<file path="src/pflm_pkg.sv">
`default_nettype none
package pflm_pkg;

  // Frequency and level registers share one width.
  localparam int unsigned LEVEL_W = 20;

  // Hertz per microsecond period: frequency = FREQ_SCALE / period_us.
  localparam logic [LEVEL_W-1:0] FREQ_SCALE = LEVEL_W'(1000000);

  // Configuration register map.
  localparam int unsigned CFG_IDX_W = 1;
  localparam logic [CFG_IDX_W-1:0] REG_EMPTY_LEVEL = 1'b0;
  localparam logic [CFG_IDX_W-1:0] REG_FULL_LEVEL  = 1'b1;

  localparam logic [LEVEL_W-1:0] EMPTY_LEVEL_RST = LEVEL_W'(10);
  localparam logic [LEVEL_W-1:0] FULL_LEVEL_RST  = LEVEL_W'(20);

endpackage
`default_nettype wire

</file>
<file path="src/pflm_in_if.sv">
`default_nettype none
interface pflm_in_if #(
  parameter int unsigned TIME_BITS = 32
);
  logic                 valid;
  logic                 ready;
  logic                 pin_level;
  logic [TIME_BITS-1:0] now_us;

  modport source (output valid, output pin_level, output now_us, input ready);
  modport sink   (input valid, input pin_level, input now_us, output ready);
endinterface
`default_nettype wire

</file>
<file path="src/pflm_out_if.sv">
`default_nettype none
interface pflm_out_if #(
  parameter int unsigned FRACTION_BITS = 16
);
  logic                            valid;
  logic                            ready;
  logic [pflm_pkg::LEVEL_W-1:0]    frequency_hz;
  logic [FRACTION_BITS:0]          fill_fraction;

  modport source (output valid, output frequency_hz, output fill_fraction, input ready);
  modport sink   (input valid, input frequency_hz, input fill_fraction, output ready);
endinterface
`default_nettype wire

</file>
<file path="src/pulse_frequency_level_meter.sv">
// Pulse frequency level meter.
// Input channel (in_s): one request per pin sample, pin_level plus a
//   free-running microsecond timestamp now_us (wraps modulo 2^TIME_BITS).
// Output channel (out_s): exactly one result per input request, carrying the
//   current frequency_hz and the fill_fraction (2^FRACTION_BITS = full).
// Config port: cfg_we_i / cfg_idx_i / cfg_data_i write empty_level (index 0)
//   or full_level (index 1); write only while the block is idle. New levels
//   apply at the next frequency change.
// Timing: one request is in flight at a time; in_s.ready is low while it is
//   worked on. A single restoring divider (one quotient bit per cycle) does
//   both the period-to-frequency division (20 steps) and the fill division
//   (FRACTION_BITS steps). A sample goes from ST_IDLE through ST_CHECK to
//   ST_FIN; a rising edge with a nonzero period runs ST_FDIV first, and a
//   fresh frequency adds ST_PREP and, if needed, ST_XDIV before ST_FIN.
//   in_s.ready comes back high in the same cycle as out_s.valid.
// Stall: the result sits in an output register; the next request may be
//   accepted while it waits, and the block holds in its final state until
//   the output register frees up.
// Reset (rst_ni low, async): frequency and fraction 0, last level high
//   (pull-up idle), edge time 0, levels back to 10 Hz / 20 Hz.
`default_nettype none
module pulse_frequency_level_meter #(
  parameter int unsigned TIMEOUT_US    = 1000000,
  parameter int unsigned FRACTION_BITS = 16,
  parameter int unsigned TIME_BITS     = 32
) (
  input  wire                                clk_i,
  input  wire                                rst_ni,
  pflm_in_if.sink                            in_s,
  pflm_out_if.source                         out_s,
  input  wire                                cfg_we_i,
  input  wire [pflm_pkg::CFG_IDX_W-1:0]      cfg_idx_i,
  input  wire [pflm_pkg::LEVEL_W-1:0]        cfg_data_i
);

  localparam int unsigned LW  = pflm_pkg::LEVEL_W;
  // Divider width: holds any divisor (period or level span).
  localparam int unsigned DW  = (TIME_BITS > LW) ? TIME_BITS : LW;
  // Quotient shift register width.
  localparam int unsigned QW  = (FRACTION_BITS > LW) ? FRACTION_BITS : LW;
  localparam int unsigned CW  = $clog2(QW);
  // Timeout compare width: room for TIMEOUT_US (up to 1e8) and the period.
  localparam int unsigned EW  = (TIME_BITS > 27) ? TIME_BITS : 27;
  localparam logic [FRACTION_BITS:0] FRAC_ONE = (FRACTION_BITS+1)'(1) << FRACTION_BITS;

  // Sequencer codes
  localparam logic [2:0] ST_IDLE  = 3'd0;  // wait for a sample
  localparam logic [2:0] ST_FDIV  = 3'd1;  // FREQ_SCALE / period
  localparam logic [2:0] ST_CHECK = 3'd2;  // frequency changed? form level spans
  localparam logic [2:0] ST_PREP  = 3'd3;  // special cases of the fill ratio
  localparam logic [2:0] ST_XDIV  = 3'd4;  // (n << FRACTION_BITS) / d
  localparam logic [2:0] ST_FIN   = 3'd5;  // hand result to output register

  logic [2:0]               state_q, state_d;
  logic                     last_level_q;
  logic [TIME_BITS-1:0]     edge_time_q;
  logic [LW-1:0]            cur_freq_q;
  logic [FRACTION_BITS:0]   cur_frac_q;
  logic [LW-1:0]            empty_q, full_q;
  logic                     out_valid_q;
  logic [LW-1:0]            out_freq_q;
  logic [FRACTION_BITS:0]   out_frac_q;

  // Working registers (no reset needed)
  logic [LW-1:0]            cand_q;
  logic [DW-1:0]            rem_q;
  logic [DW-1:0]            dvs_q;
  logic [QW-2:0]            quo_q;
  logic [CW-1:0]            cnt_q;
  logic                     neg_n_q, neg_d_q;

  // Sample decode
  logic [TIME_BITS-1:0]     elapsed;
  logic                     in_fire;
  logic                     timed_out;

  assign in_fire   = in_s.valid && in_s.ready;
  assign elapsed   = in_s.now_us - edge_time_q;
  assign timed_out = EW'(elapsed) > EW'(TIMEOUT_US);
  assign in_s.ready = (state_q == ST_IDLE);

  // Shared divider step: one restoring step per cycle.
  logic                     feed;
  logic [DW:0]              trial;
  logic                     ge;
  logic [DW-1:0]            rem_step;
  logic [QW-1:0]            quo_shift;

  always_comb begin
    feed      = (state_q == ST_FDIV) ? pflm_pkg::FREQ_SCALE[cnt_q] : 1'b0;
    trial     = {rem_q, feed};
    ge        = (trial >= {1'b0, dvs_q});
    rem_step  = ge ? DW'(trial - {1'b0, dvs_q}) : trial[DW-1:0];
    quo_shift = {quo_q, ge};
  end

  // Level spans for the fill ratio
  logic                     cand_ge_empty, full_ge_empty;
  logic [LW-1:0]            n_mag, d_mag;

  always_comb begin
    cand_ge_empty = (cand_q >= empty_q);
    full_ge_empty = (full_q >= empty_q);
    n_mag = cand_ge_empty ? (cand_q - empty_q) : (empty_q - cand_q);
    d_mag = full_ge_empty ? (full_q - empty_q) : (empty_q - full_q);
  end

  logic out_free;
  assign out_free = !out_valid_q || out_s.ready;

  // Next state
  always_comb begin
    state_d = state_q;
    case (state_q)
      ST_IDLE: begin
        if (in_fire) begin
          if ((in_s.pin_level != last_level_q) && in_s.pin_level &&
              (elapsed != '0)) begin
            state_d = ST_FDIV;
          end else begin
            state_d = ST_CHECK;
          end
        end
      end
      ST_FDIV: begin
        if (cnt_q == '0) state_d = ST_CHECK;
      end
      ST_CHECK: begin
        state_d = (cand_q == cur_freq_q) ? ST_FIN : ST_PREP;
      end
      ST_PREP: begin
        if ((dvs_q == '0) || (rem_q == '0) || (neg_n_q != neg_d_q) ||
            (rem_q >= dvs_q)) begin
          state_d = ST_FIN;
        end else begin
          state_d = ST_XDIV;
        end
      end
      ST_XDIV: begin
        if (cnt_q == '0) state_d = ST_FIN;
      end
      ST_FIN: begin
        if (out_free) state_d = ST_IDLE;
      end
      default: state_d = ST_IDLE;
    endcase
  end

  // Control and architectural state
  always_ff @(posedge clk_i or negedge rst_ni) begin
    if (!rst_ni) begin
      state_q      <= ST_IDLE;
      last_level_q <= 1'b1;
      edge_time_q  <= '0;
      cur_freq_q   <= '0;
      cur_frac_q   <= '0;
      empty_q      <= pflm_pkg::EMPTY_LEVEL_RST;
      full_q       <= pflm_pkg::FULL_LEVEL_RST;
      out_valid_q  <= 1'b0;
    end else begin
      state_q <= state_d;

      if (cfg_we_i) begin
        case (cfg_idx_i)
          pflm_pkg::REG_EMPTY_LEVEL: empty_q <= cfg_data_i;
          pflm_pkg::REG_FULL_LEVEL:  full_q  <= cfg_data_i;
          default: ;
        endcase
      end

      if (in_fire && (in_s.pin_level != last_level_q)) begin
        last_level_q <= in_s.pin_level;
        if (in_s.pin_level) edge_time_q <= in_s.now_us;
      end

      if ((state_q == ST_CHECK) && (cand_q != cur_freq_q)) begin
        cur_freq_q <= cand_q;
      end

      if (state_q == ST_PREP) begin
        if ((dvs_q == '0) || (rem_q == '0) || (neg_n_q != neg_d_q)) begin
          cur_frac_q <= '0;
        end else if (rem_q >= dvs_q) begin
          cur_frac_q <= FRAC_ONE;   // ratio at or above one
        end
      end
      if ((state_q == ST_XDIV) && (cnt_q == '0)) begin
        cur_frac_q <= {1'b0, quo_shift[FRACTION_BITS-1:0]};
      end

      if ((state_q == ST_FIN) && out_free) begin
        out_valid_q <= 1'b1;
      end else if (out_s.ready) begin
        out_valid_q <= 1'b0;
      end
    end
  end

  // Datapath registers
  always_ff @(posedge clk_i) begin
    case (state_q)
      ST_IDLE: begin
        if (in_fire) begin
          rem_q <= '0;
          dvs_q <= DW'(elapsed);
          quo_q <= '0;
          cnt_q <= CW'(LW - 1);
          if (in_s.pin_level != last_level_q) begin
            // rising edge with zero period saturates; falling edge keeps
            cand_q <= (in_s.pin_level && (elapsed == '0)) ? pflm_pkg::FREQ_SCALE
                                                          : cur_freq_q;
          end else if ((cur_freq_q != '0) && timed_out) begin
            cand_q <= '0;
          end else begin
            cand_q <= cur_freq_q;
          end
        end
      end
      ST_FDIV: begin
        rem_q <= rem_step;
        quo_q <= quo_shift[QW-2:0];
        cnt_q <= cnt_q - 1'b1;
        if (cnt_q == '0) cand_q <= quo_shift[LW-1:0];
      end
      ST_CHECK: begin
        rem_q   <= DW'(n_mag);
        dvs_q   <= DW'(d_mag);
        neg_n_q <= !cand_ge_empty;
        neg_d_q <= !full_ge_empty;
        quo_q   <= '0;
        cnt_q   <= CW'(FRACTION_BITS - 1);
      end
      ST_XDIV: begin
        rem_q <= rem_step;
        quo_q <= quo_shift[QW-2:0];
        cnt_q <= cnt_q - 1'b1;
      end
      ST_FIN: begin
        if (out_free) begin
          out_freq_q <= cur_freq_q;
          out_frac_q <= cur_frac_q;
        end
      end
      default: ;
    endcase
  end

  assign out_s.valid         = out_valid_q;
  assign out_s.frequency_hz  = out_freq_q;
  assign out_s.fill_fraction = out_frac_q;

endmodule
`default_nettype wire

</file>
<file path="src/flat_wrapper.sv">
// flat-port wrapper written by rule: the top's interface ports become plain ports
module pulse_frequency_level_meter_flat 
#(
  parameter int unsigned TIMEOUT_US    = 1000000,
  parameter int unsigned FRACTION_BITS = 16,
  parameter int unsigned TIME_BITS     = 32
)
  (clk_i, rst_ni, cfg_we_i, cfg_idx_i, cfg_data_i, in_s_valid, in_s_pin_level, in_s_now_us, in_s_ready, out_s_valid, out_s_frequency_hz, out_s_fill_fraction, out_s_ready);
  pflm_in_if #(.TIME_BITS(TIME_BITS)) in_s_i ();
  pflm_out_if #(.FRACTION_BITS(FRACTION_BITS)) out_s_i ();
  input  wire clk_i;
  input  wire rst_ni;
  input  wire cfg_we_i;
  input  wire [pflm_pkg::CFG_IDX_W-1:0] cfg_idx_i;
  input  wire [pflm_pkg::LEVEL_W-1:0] cfg_data_i;
  input wire logic [$bits(in_s_i.valid)-1:0] in_s_valid;
  input wire logic [$bits(in_s_i.pin_level)-1:0] in_s_pin_level;
  input wire logic [$bits(in_s_i.now_us)-1:0] in_s_now_us;
  output wire logic [$bits(in_s_i.ready)-1:0] in_s_ready;
  output wire logic [$bits(out_s_i.valid)-1:0] out_s_valid;
  output wire logic [$bits(out_s_i.frequency_hz)-1:0] out_s_frequency_hz;
  output wire logic [$bits(out_s_i.fill_fraction)-1:0] out_s_fill_fraction;
  input wire logic [$bits(out_s_i.ready)-1:0] out_s_ready;
  assign in_s_i.valid = in_s_valid;
  assign in_s_i.pin_level = in_s_pin_level;
  assign in_s_i.now_us = in_s_now_us;
  assign in_s_ready = in_s_i.ready;
  assign out_s_valid = out_s_i.valid;
  assign out_s_frequency_hz = out_s_i.frequency_hz;
  assign out_s_fill_fraction = out_s_i.fill_fraction;
  assign out_s_i.ready = out_s_ready;
  pulse_frequency_level_meter #(.TIMEOUT_US(TIMEOUT_US), .FRACTION_BITS(FRACTION_BITS), .TIME_BITS(TIME_BITS)) u_core (.clk_i(clk_i), .rst_ni(rst_ni), .in_s(in_s_i), .out_s(out_s_i), .cfg_we_i(cfg_we_i), .cfg_idx_i(cfg_idx_i), .cfg_data_i(cfg_data_i));
endmodule
</file>
<file path="config.mk">
export PLATFORM = sky130hd
export DESIGN_NAME = pulse_frequency_level_meter_flat
export DESIGN_NICKNAME = d
export VERILOG_FILES = /design/src/pflm_pkg.sv /design/src/pflm_in_if.sv /design/src/pflm_out_if.sv /design/src/pulse_frequency_level_meter.sv /design/src/flat_wrapper.sv
export SDC_FILE = /design/constraint.sdc
export NUM_CORES = 1
export LEC_CHECK = 0
export BUFFER_PORTS_ARGS = -buffer_cell sky130_fd_sc_hd__buf_2
export CAP_MARGIN = 20
export CORE_ASPECT_RATIO = 1.2
export CORE_MARGIN = 8
export CORE_UTILIZATION = 33
export DETAILED_ROUTE_END_ITERATION = 8
export SETUP_SLACK_MARGIN = 0.2
export SLEW_MARGIN = 20
export SYNTH_ARGS = -nofsm -noshare
export SYNTH_HDL_FRONTEND = slang
export SYNTH_SLANG_ARGS = --single-unit
</file>
<file path="constraint.sdc">
create_clock -name clk_i -period 5.3 [get_ports clk_i]
set_clock_uncertainty 0.1 [all_clocks]
set_input_delay 0.53 -clock clk_i [delete_from_list [all_inputs] [get_ports clk_i]]
set_output_delay 0.53 -clock clk_i [all_outputs]
set_load 0.01 [all_outputs]
</file>
After elaboration in Yosys (flattened, before gate mapping)
Memory sizes are Yosys's and may differ from the RTL's. A register that Yosys moved wholly into a read port is not among the register bits.
Cells that the tools add are included.

word-level totals
  latch bits = 0
  input bits = 59
  memories = 1
  word-level logic and storage cells = 118
  bits in read-only memories = 32
  output and inout bits = 39
  register bits = 261
  RAM bits = 0

memory list
  name              depth  bits a word  read ports  clocked after Yosys merged registers in  write ports  line                               RTL
  (name not given)  32     1            1           1                                        0            pulse_frequency_level_meter.sv:90  feed = (state_q == ST_FDIV) ? pflm_pkg::FREQ_SCALE[cnt_q] : 1'b0;

cells by class
  shifts and indexed selects = 0
  bitwise logic cells = 1
  add/sub/neg operators = 7
  equal/unequal tests = 13
  muxes and demuxes = 34
  $lt $le $gt $ge = 6
  multipliers = 0
  reduce and logical (&&, ||, !) cells = 39
  divide/modulo/power cells = 0

operator list
  operator              count
  $mux 20               7
  $logic_not 32->1      3
  $mux 32               3
  $pmux 32 s3           1
  $sub 20x20->20        4
  $mux 17               4
  $pmux 32 s2           1
  $sub 32x32->32        2
  $pmux 19 s3           1
  $ge 20x20->1          2
  $pmux 20 s2           1
  $ge 33x32->1          1
  $ge 32x32->1          1
  $gt 32x20->1 const B  1
  $reduce_bool 32->1    1
  $eq 20x20->1          1
  $ne 20x20->1          1
  $reduce_bool 20->1    1
  $mux 19               1
  $pmux 3 s6            1
  $mux 3                5
  $pmux 5 s3            1
  $reduce_and 2->1      7
  $mux 5                2
  21 further kinds      47

Logic depth before layout (Yosys ltp)
Gate-level depths: netlist of run 1.

  depth after elaboration = 7
  mapped depth = 17

Worst setup path before layout of run 1
Ideal clock, no wire load.

  path kind = reg-to-reg
  start = reg u_core.state_q[2]
  end = reg u_core.rem_q[24], data pin
  arrival = 4.173 ns
  slack = 0.773 ns
  setup time = 0.254 ns
  buffers on the path = 2
  cell stages (with the launch flop) = 17
  required time = 4.946 ns
  path through = dfrtp_1 -> clkbuf_1 -> nor3_1 -> clkbuf_1 -> nand2_1 -> ha_1 -> fa_1 -> nor2b_1 -> o21ai_0 -> a21boi_0 -> o311ai_0 -> a221o_1 -> a211o_1 -> nor2_1 -> mux2_2 -> o21a_1 -> o21a_1

between the ends
  longest elaborated chain between the ends = 5
  elaborated cells on any way between the ends = 10

RTL lines
  what                                                   line                                                                   RTL
  from (decl)                                            pulse_frequency_level_meter.sv:54                                      logic [2:0] state_q, state_d;
  from (signal assigned)                                 pulse_frequency_level_meter.sv:161                                     state_q <= state_d;
  $eq 3x1->1                                             pulse_frequency_level_meter.sv:90, pulse_frequency_level_meter.sv:201
  $mux 1                                                 pulse_frequency_level_meter.sv:90
  $sub 32x32->32 / $ge 33x32->1 (equally long branches)  pulse_frequency_level_meter.sv:93, pulse_frequency_level_meter.sv:92
  $mux 32                                                pulse_frequency_level_meter.sv:93                                      rem_step = ge ? DW'(trial - {1'b0, dvs_q}) : trial[DW-1:0];
  $pmux 32 s3 *                                          pulse_frequency_level_meter.sv:201                                     case (state_q)
  to (signal assigned)                                   pulse_frequency_level_meter.sv:220                                     rem_q <= rem_step;
  to (signal assigned)                                   pulse_frequency_level_meter.sv:226                                     rem_q <= DW'(n_mag);
  to (signal assigned)                                   pulse_frequency_level_meter.sv:234                                     rem_q <= rem_step;
  to (decl)                                              pulse_frequency_level_meter.sv:66                                      logic [DW-1:0] rem_q;

Every way passes the cells marked *; elsewhere a longest branch is shown, timed or not.
A chain may end at the register's enable or synchronous reset.

Final worst setup path of run 1
  start = reg u_core.state_q[0]
  end = reg u_core.rem_q[30], data pin

The elaborated chain is that of the path after synthesis.

==> results of run 1 <==
==> worst max-delay path, cell delays in order, from the launching register on <==
cell and delay (ps):
dfrtp_1 560, inv_1 230, nor3_2 240, nand2_1 170, ha_1 250, fa_1 390, nor2b_1 150, o21ai_0 120
a21boi_0 230, o311ai_0 240, a221o_1 390, a211o_1 340, o31a_1 300, o31ai_1 280, mux2i_1 230, nand2_1 70
==> cells in the final DEF, fill, tap and decap left out, drive strengths merged, types with 14 or more instances in the layout <==
cell,n
nand3,30
a21o,85
o22ai,19
nand2,192
xnor2,55
nor3,45
a21oi,127
ha,176
a31oi,15
mux2,59
and2,32
o21a,15
inv,187
a211oi,16
edfxtp,147
mux2i,36
clkbuf,31
nor2,122
o31ai,20
nor4,32
nor2b,27
buf,132
xor2,43
o211ai,21
o21ai,141
nand2b,21
and3,14
nand4,27
dfrtp,109
or3,14
==> per-stage QoR <==
| step | utilization | std cells |
|---|---|---|
| 6_report | 0.373 | 2916 |
| 5_1_grt | 0.373 | 2915 |
| 2_1_floorplan | - | 2076 |
| 4_1_cts | 0.372 | 2913 |
| 3_5_place_dp | 0.356 | 2860 |
| 3_3_place_gp | 0.356 | 2860 |
==> where the power goes <==
part	leakage (nW)	total [W]	internal [W]	switching, W
Combinational	6.23	0.00874	0.00346	0.00528
Clock	0.455	0.00207	0.00116	0.000913
Sequential	2.87	0.00401	0.00325	0.000758
==> cell type report <==
| cell class | count | area (um^2) |
|---|---|---|
| clock buffer | 31 | 732 |
| fill | 5868 | 36500 |
| clock inverter | 21 | 234 |
| tap | 742 | 928 |
| antenna | 1 | 2.50 |
| timing repair buffer | 133 | 801 |
| multi-input combinational | 1542 | 11100 |
| inverter | 184 | 691 |
| sequential | 262 | 7290 |
==> kinds of logic (layout without fill, tap and decap cells) <==
kind of cell             count (synthesis)  after routing  synth area share
multiplexers                            95             95            0.0529
AO/OA/AOI/OAI                          573            573             0.201
flip-flops                             262            262             0.377
buffers and inverters                  272            369            0.0549
adder cells (fa/ha/maj)                183            183             0.120
other                                    0              1                 0
XOR/XNOR                                98             98            0.0443
AND/OR/NAND/NOR                        593            593             0.150
==> worst min path at each step <==
stage | startpoint | slack (ps) | end | cells after the start
floorplan | rst_ni | 130 | u_core.cur_frac_q[0]$_DFFE_PN0P_ | 0
global placement | u_core.cur_frac_q[13]$_DFFE_PN0P_ | 340 | u_core.out_s.fill_fraction[13]$_DFFE_PP_ | 0
detailed placement | u_core.cur_frac_q[16]$_DFFE_PN0P_ | 340 | u_core.out_s.fill_fraction[16]$_DFFE_PP_ | 0
CTS | cfg_data_i[17] | 50 | u_core.empty_q[17]$_DFFE_PN0P_ | 3
global route | cfg_data_i[17] | 60 | u_core.empty_q[17]$_DFFE_PN0P_ | 3
finish | cfg_data_i[17] | 80 | u_core.empty_q[17]$_DFFE_PN0P_ | 3
==> per-layer routing <==
layer,vias up,global-route usage
li1,7691,-
met1,7755,0.209
met2,443,0.307
met3,130,0.0169
met4,2,0.0779
met5,-,0
==> flip-flops by register name, summed over array words and instances (netlist names), 19 cells and up, named ones only <==
name	flops
u_core.out_s.frequency_hz	20
u_core.full_q	20
u_core.cand_q	20
u_core.dvs_q	32
u_core.cur_freq_q	20
u_core.edge_time_q	32
u_core.quo_q	19
u_core.empty_q	20
u_core.rem_q	32
==> results.yml, run 1 <==
power_and_ir_drop:
  vdd_drop_max_uv: 391
  p_leak_nw: 9.55
  powerDensity_nw_per_um2: 682
  finalPower_w: 0.0148
logic_synthesis:
  synthFlopType: "edfxtp_1"
  synthTopCellsByCount: "nand2_1, inv_1, ha_1"
  synth_area_leaders: "edfxtp_1, dfrtp_1, ha_1, nand2_1, o21ai_0"
  synthesis.nets: 2317
  synth-seq-cells: 262
  yosysTopAreaCellShare: 0.228
  yosysMostFrequentCell: "nand2_1"
  syn_inst: 2076
  synthArstFlopShare: 0.435
  yosysTopAreaCell: "edfxtp_1"
  yosysUniqueCellTypes: 94
  syn_area_um2: 19400
  yosysWarningCount: 0
  yosysSeqAreaShare: 0.377
  synth_edf_count: 147
  syn_area_per_cell_um2: 9.32
global_routing:
  grt_pass1_wl_um: 91900
  antenna_found_initial: 1
  grt.total_usage: 0.172
  grt_max_degree: 63
  grt_pass1_vias: 15900
  overflow: 0
drt:
  wl_met3_um: 2400
  num_vias: 16000
  routed.top_layer: "met5"
  routed_wl_um: 59400
  antenna_left: 0
  drt-met1-wl_um: 24800
  firstDrtPassIters: 6
  viasPerCell: 5.49
  wl_met2_um: 29300
  drc_errors: 0
  drtIter0Drc: 1087
  wl_per_cell_um: 20.4
timing:
  hold_viol: 0
  worstMarginPinSlew_ps: 911
  fmax_mhz: 220
  maxSlewViolCount: 0
  timing.hold.ws_ps: 76.0
  fin_crit_ps: 4560
  worst_slack_ps: 745
  rsz0062_at_grt: "false"
  tns_ps: 0
  setup_viol: 0
  fin_crit_sh: 0.860
  slew_headroom: 0.393
clock_network:
  clockBufferDepth: 3
  cts_max_level: 1
  cts-root-buf: "clkbuf_16"
  clk_pin_slew_ps: 70
  clock_sinks: 262
  cts_resized: 0
  cts.hold.buffers_added: 1
  insertion_delay_ps: 600
  postCtsSetupBuffers: 0
  cts_tree: "built"
  numCtsBuffers: 28
floorplan:
  die_area_um2: 66700
  ios: 98
  rows: 97
  die_w_um: 237
  core_area_um2: 58300
  die_h_um: 281
  initial_core_util: 0.332
finish:
  fin_nets: 2392
  synthToLayoutAreaGrowth_pct: 12.3
  stdcell_area_um2: 21700
  layout-drive-gt1-share: 0.135
run:
  maxCapViolations: 0
place:
  dp_slack_ps: 696
  finalWeightedCongestion: 0.934
  dpl_cell_area_um2: 20700
  port_buffers: 97
  place_hpwl_um: 47100
worst_setup_path:
  critical_path.endpoint_type: "flop"
  r2r_end: "u_core.rem_q[30]$_DFFE_PP_"
  cp-endpoint: "u_core.rem_q[30]$_DFFE_PP_"
  rr_startpoint: "u_core.state_q[0]$_DFFE_PN0P_"
  rrSetupSlack_ps: 740
  crit_required_ps: 5560
  cp_max_fo: 12
  crit_start: "u_core.state_q[0]$_DFFE_PN0P_"
  reg2reg_depth: 15
  arrival_ps: 4810
  critPathKind: "reg -> reg"
  startpoint_type: "flop"
outcome:
  status: "completed"
worst_hold_path:
  hold_class: "in -> reg"
No activity file was read; power rests on OpenSTA's default activity.
==> run 2: changes to the inputs <==
==> constraint.sdc (replaced) <==
create_clock -name clk_i -period 5.6 [get_ports clk_i]
set_clock_uncertainty 0.1 [all_clocks]
set_input_delay 0.56 -clock clk_i [delete_from_list [all_inputs] [get_ports clk_i]]
set_output_delay 0.56 -clock clk_i [all_outputs]
set_load 0.01 [all_outputs]
==> run 2 against run 1 <==
  * Cell count shrank 0.27%
  * Total power shrank 5.6%
  * Clock-buffer cell count grew 6
  * Register-to-register slack gained 280 ps
  * Maximum frequency shrank 0.39%
  * Clock power shrank 4%
  * Setup slack gained 280 ps
  * Utilization shrank 0.14 points
  * Combinational power shrank 6.2%
==> results.yml, run 2 (synthesis results as in run 1) <==
outcome:
  status: "completed"
timing:
  fmax_mhz: 219
  hold_viol: 0
  fin_crit_sh: 0.817
  tns_ps: 0
  slew_headroom: 0.276
  rsz0062_at_grt: "false"
  setup_viol: 0
  worstMarginPinSlew_ps: 1090
  maxSlewViolCount: 0
  timing.hold.ws_ps: 93.6
  fin_crit_ps: 4570
clock_network:
  cts_tree: "built"
  clockBufferDepth: 3
  numCtsBuffers: 29
  cts-root-buf: "clkbuf_16"
  cts_resized: 0
  cts_max_level: 1
  postCtsSetupBuffers: 0
  clk_pin_slew_ps: 60
  cts.hold.buffers_added: 0
  clock_sinks: 262
  insertion_delay_ps: 600
drt:
  num_vias: 16000
  drc_errors: 0
  firstDrtPassIters: 6
  routed_wl_um: 58900
  viasPerCell: 5.51
  antenna_left: 0
  wl_per_cell_um: 20.3
  drtIter0Drc: 1242
worst_setup_path:
  critical_path.endpoint_type: "flop"
  crit_required_ps: 5850
  rrSetupSlack_ps: 1030
  cp_max_fo: 12
  crit_start: "u_core.state_q[0]$_DFFE_PN0P_"
  arrival_ps: 4820
  reg2reg_depth: 15
  startpoint_type: "flop"
  cp-endpoint: "u_core.rem_q[30]$_DFFE_PP_"
  r2r_end: "u_core.rem_q[30]$_DFFE_PP_"
  rr_startpoint: "u_core.state_q[0]$_DFFE_PN0P_"
  critPathKind: "reg -> reg"
place:
  finalWeightedCongestion: 0.967
  dpl_cell_area_um2: 20700
  place_hpwl_um: 46600
  port_buffers: 97
floorplan:
  core_area_um2: 58300
  die_w_um: 237
  die_area_um2: 66700
  rows: 97
  die_h_um: 281
  ios: 98
  initial_core_util: 0.332
power_and_ir_drop:
  powerDensity_nw_per_um2: 646
  vdd_drop_max_uv: 351
  finalPower_w: 0.0140
  p_leak_nw: 9.50
global_routing:
  overflow: 0
  grt_pass1_vias: 16100
  grt.total_usage: 0.172
  grt_max_degree: 78
  antenna_found_initial: 0
  grt_pass1_wl_um: 91900
finish:
  largest_registers: "u_core.dvs_q (32), u_core.edge_time_q (32), u_core.rem_q (32)"
  synthToLayoutAreaGrowth_pct: 11.9
  layout-drive-gt1-share: 0.129
  fin_nets: 2384
  final_common_cell: "nand2_1"
  num_antenna_cells: 0
  stdcell_area_um2: 21700
  layout_common_cells: "nand2_1, inv_1, ha_1, edfxtp_1, o21ai_0"
run:
  maxCapViolations: 0
worst_hold_path:
  worstHoldPathCells: 3
  hold_class: "in -> reg"
  min_from: "cfg_data_i[7]"
run 2: per-stage QoR:
| step | worst slack (ps) | utilization | cells |
|---|---|---|---|
| floorplan | 1070 | - | 2076 |
| global placement | 1030 | 0.355 | 2853 |
| detailed placement | 1000 | 0.355 | 2853 |
| CTS | 1030 | 0.371 | 2907 |
| global route | 585 | 0.372 | 2908 |
| finish | 1030 | 0.372 | 2908 |
run 2: area by class of cell:
class	count	area (um^2)
Clock inverter	17	193
Sequential cell	262	7290
Multi-Input combinational cell	1542	11100
Inverter	184	691
Tap cell	742	928
Clock buffer	37	787
Fill cell	5861	36600
Timing Repair Buffer	124	709
run 2: worst max-delay path, stage by stage (launching register included):
cell and delay (ps):
dfrtp_1 570, inv_1 240, nor3_2 240, nand2_1 170, ha_1 250, fa_1 380
nor2b_1 170, o21ai_0 110, a21boi_0 220, o311ai_0 260, a221o_1 390, a211o_1 350
o31a_1 300, o31ai_1 270, mux2i_1 230, nand2_1 70
run 2: worst min-delay path by stage:
stage,end,slack [ps]
2_1_floorplan,u_core.cur_frac_q[0]$_DFFE_PN0P_,160
3_3_place_gp,u_core.out_s.fill_fraction[12]$_DFFE_PP_,340
3_5_place_dp,u_core.out_s.fill_fraction[0]$_DFFE_PP_,340
4_1_cts,u_core.empty_q[5]$_DFFE_PN0P_,70
5_1_grt,u_core.empty_q[7]$_DFFE_PN0P_,80
6_report,u_core.empty_q[7]$_DFFE_PN0P_,90
run 2: report_power, final:
| part | leakage [nW] | switching (W) | internal (W) |
|---|---|---|---|
| clock | 0.464 | 0.000852 | 0.00114 |
| sequential | 2.87 | 0.000722 | 0.00308 |
| combinational | 6.17 | 0.00497 | 0.00323 |
run 2: routing by layer:
layer	vias to the layer above	GRT usage	wire, um
met4	0	0.0696	2440
li1	7663	-	-
met5	-	0	0
met3	112	0.0168	2510
met1	7799	0.209	24600
met2	459	0.310	29400
==> run 3: changes to the inputs <==
==> constraint.sdc (replaced) <==
create_clock -name clk_i -period 3.7 [get_ports clk_i]
set_clock_uncertainty 0.1 [all_clocks]
set_input_delay 0.37 -clock clk_i [delete_from_list [all_inputs] [get_ports clk_i]]
set_output_delay 0.37 -clock clk_i [all_outputs]
set_load 0.01 [all_outputs]
==> run 3 against run 2 <==
  * The flow now finishes with violations (negative setup slack)
  * Die area did not move
  * Non-clock buffer count is 325 higher
  * Sequential cell count did not move
  * Maximum frequency increased by 20%
  * Total power is 81% higher
  * Utilization rose by 6.6 points
  * Routed wire length up 8.6%
  * Design area increased by 18%
  * Sequential share of layout area shrank 5.1 points
  * Critical path depth down 1
  * Largest cell class unchanged
==> results.yml, run 3 (synthesis results as in run 1) <==
clock_network:
  cts_tree: "built"
  clk_pin_slew_ps: 70
  numCtsBuffers: 29
  insertion_delay_ps: 600
  cts_max_level: 1
  clockBufferDepth: 3
  cts-root-buf: "clkbuf_16"
  clock_sinks: 262
drt:
  drtIter0Drc: 1095
  firstDrtPassIters: 5
  routed_wl_um: 64000
  antenna_left: 0
  viasPerCell: 5.35
  wl_per_cell_um: 19.8
  drc_errors: 0
  num_vias: 17300
worst_setup_path:
  crit_start: "u_core.edge_time_q[1]$_DFFE_PN0P_"
  crit_required_ps: 4010
  r2r_end: "u_core.cand_q[5]$_DFFE_PP_"
  cp-endpoint: "u_core.cand_q[5]$_DFFE_PP_"
  rr_startpoint: "u_core.edge_time_q[1]$_DFFE_PN0P_"
  critical_path.endpoint_type: "flop"
  arrival_ps: 4140
  rrSetupSlack_ps: -120
  startpoint_type: "flop"
  critPathKind: "reg -> reg"
  cp_max_fo: 20
  reg2reg_depth: 14
place:
  port_buffers: 97
  finalWeightedCongestion: 0.970
  place_hpwl_um: 49500
  place_inst: 3065
global_routing:
  grt_max_degree: 82
  antenna_found_initial: 1
  overflow: 0
  grt.total_usage: 0.184
  grt_pass1_wl_um: 98600
  grt_pass1_vias: 17600
floorplan:
  die_w_um: 237
  die_area_um2: 66700
  initial_core_util: 0.332
  ios: 98
  rows: 97
  core_area_um2: 58300
  die_h_um: 281
timing:
  maxSlewViolCount: 0
  worst_slack_ps: -121
  worstMarginPinSlew_ps: 821
  slew_headroom: 0.453
  fin_crit_sh: 1.03
  fin_crit_ps: 3820
  hold_viol: 0
  rsz0062_at_grt: "true"
  setup_viol: 22
  fmax_mhz: 262
power_and_ir_drop:
  p_int_w: 0.0141
  power_frac_clock: 0.126
  vdd_drop_max_uv: 789
  p_comb_frac: 0.647
  powerDensity_nw_per_um2: 991
  switching_share: 0.442
  p_switching_w: 0.0112
  power_frac_seq: 0.227
  p_leak_nw: 11.3
finish:
  post-route-util: 0.438
  layout-drive-gt1-share: 0.286
  layout_common_cells: "buf_4, nand2_1, inv_1, ha_1, edfxtp_1"
  seq_area_um2: 7300
  fillers: 5552
  num_antenna_cells: 0
  final_common_cell: "buf_4"
  multi_input_comb_area_um2: 12100
  synthToLayoutAreaGrowth_pct: 31.9
  instances_no_fill: 3233
  fin_nets: 2709
  largest_registers: "u_core.dvs_q (32), u_core.edge_time_q (32), u_core.rem_q (32)"
outcome:
  status: "finished, violations left"
  violations: "negative setup slack"
run:
  maxCapViolations: 0
worst_hold_path:
  hold_class: "in -> reg"
==> run 3: cell type report <==
type / count / share of cell area
Clock buffer: 32 / 0.0293
Clock inverter: 22 / 0.0111
Inverter: 184 / 0.0275
Multi-Input combinational cell: 1542 / 0.474
Sequential cell: 262 / 0.286
Tap cell: 742 / 0.0364
Timing Repair Buffer: 449 / 0.136
==> run 3: worst max-delay path, stage by stage (launching register included) <==
cell       delay (ps)
dfrtp_1           360
inv_1              50
ha_1              280
nor2b_4           130
o31a_1            280
o41a_4            410
o211a_1           270
buf_4             140
o21a_1            200
or4_4             420
and3_4            210
a2111oi_4         200
a31oi_2           170
buf_12            200
o31ai_1           220
==> run 3: what timing repair did <==
| item | 4_1_cts | 5_1_grt |
|---|---|---|
| pin swaps | 45 | 56 |
| cloned | 2 | 0 |
| gates resized for setup | 125 | 121 |
| hold buffers | 53 | 0 |
| buffers inserted | 32 | 26 |
| endpoints found under the hold margin | 104 | 0 |
| setup endpoints to repair | 57 | 65 |
==> run 3: per-stage QoR <==
stage / total power [W] / hold slack (ps) / setup TNS, ps / setup WS (ps) / cell area (um^2)
floorplan: 0.0145 / -25.6 / -281 / -177 / 19400
global placement: 0.0195 / 265 / -3910 / -189 / 22300
detailed placement: 0.0197 / 267 / -6380 / -312 / 22300
CTS: 0.0242 / 128 / -1620 / -105 / 24800
global route: 0.0270 / 178 / -5410 / -262 / 25500
finish: 0.0253 / 166 / -1810 / -121 / 25500
==> run 3: how the worst min path moves through the flow <==
stage,from,to,cells after the start
after floorplan,rst_ni,u_core.cur_frac_q[0]$_DFFE_PN0P_,0
after global placement,rst_ni,u_core.edge_time_q[25]$_DFFE_PN0P_,1
after detailed placement,rst_ni,u_core.edge_time_q[25]$_DFFE_PN0P_,1
after CTS,in_s_valid,u_core.last_level_q$_DFFE_PN1P_,4
after global routing,in_s_valid,u_core.last_level_q$_DFFE_PN1P_,4
final,in_s_valid,u_core.state_q[0]$_DFFE_PN0P_,4
==> run 3: metal layers <==
layer  vias up  share of wire  track usage
li1       8314              -            -
met4         2          0.056       0.0947
met2       433           0.50        0.331
met1      8409           0.41        0.216
met3       143          0.041       0.0200
met5         -        0.00020            0
==> run 3: power by group through the flow <==
| stage | combinational [W] | clock (W) | sequential (W) |
|---|---|---|---|
| after floorplan | 0.00919 | 0 | 0.00530 |
| after global routing | 0.0178 | 0.00335 | 0.00582 |
| after detailed placement | 0.0140 | 0 | 0.00574 |
| final | 0.0164 | 0.00318 | 0.00574 |
| after CTS | 0.0153 | 0.00326 | 0.00569 |
| after global placement | 0.0138 | 0 | 0.00571 |
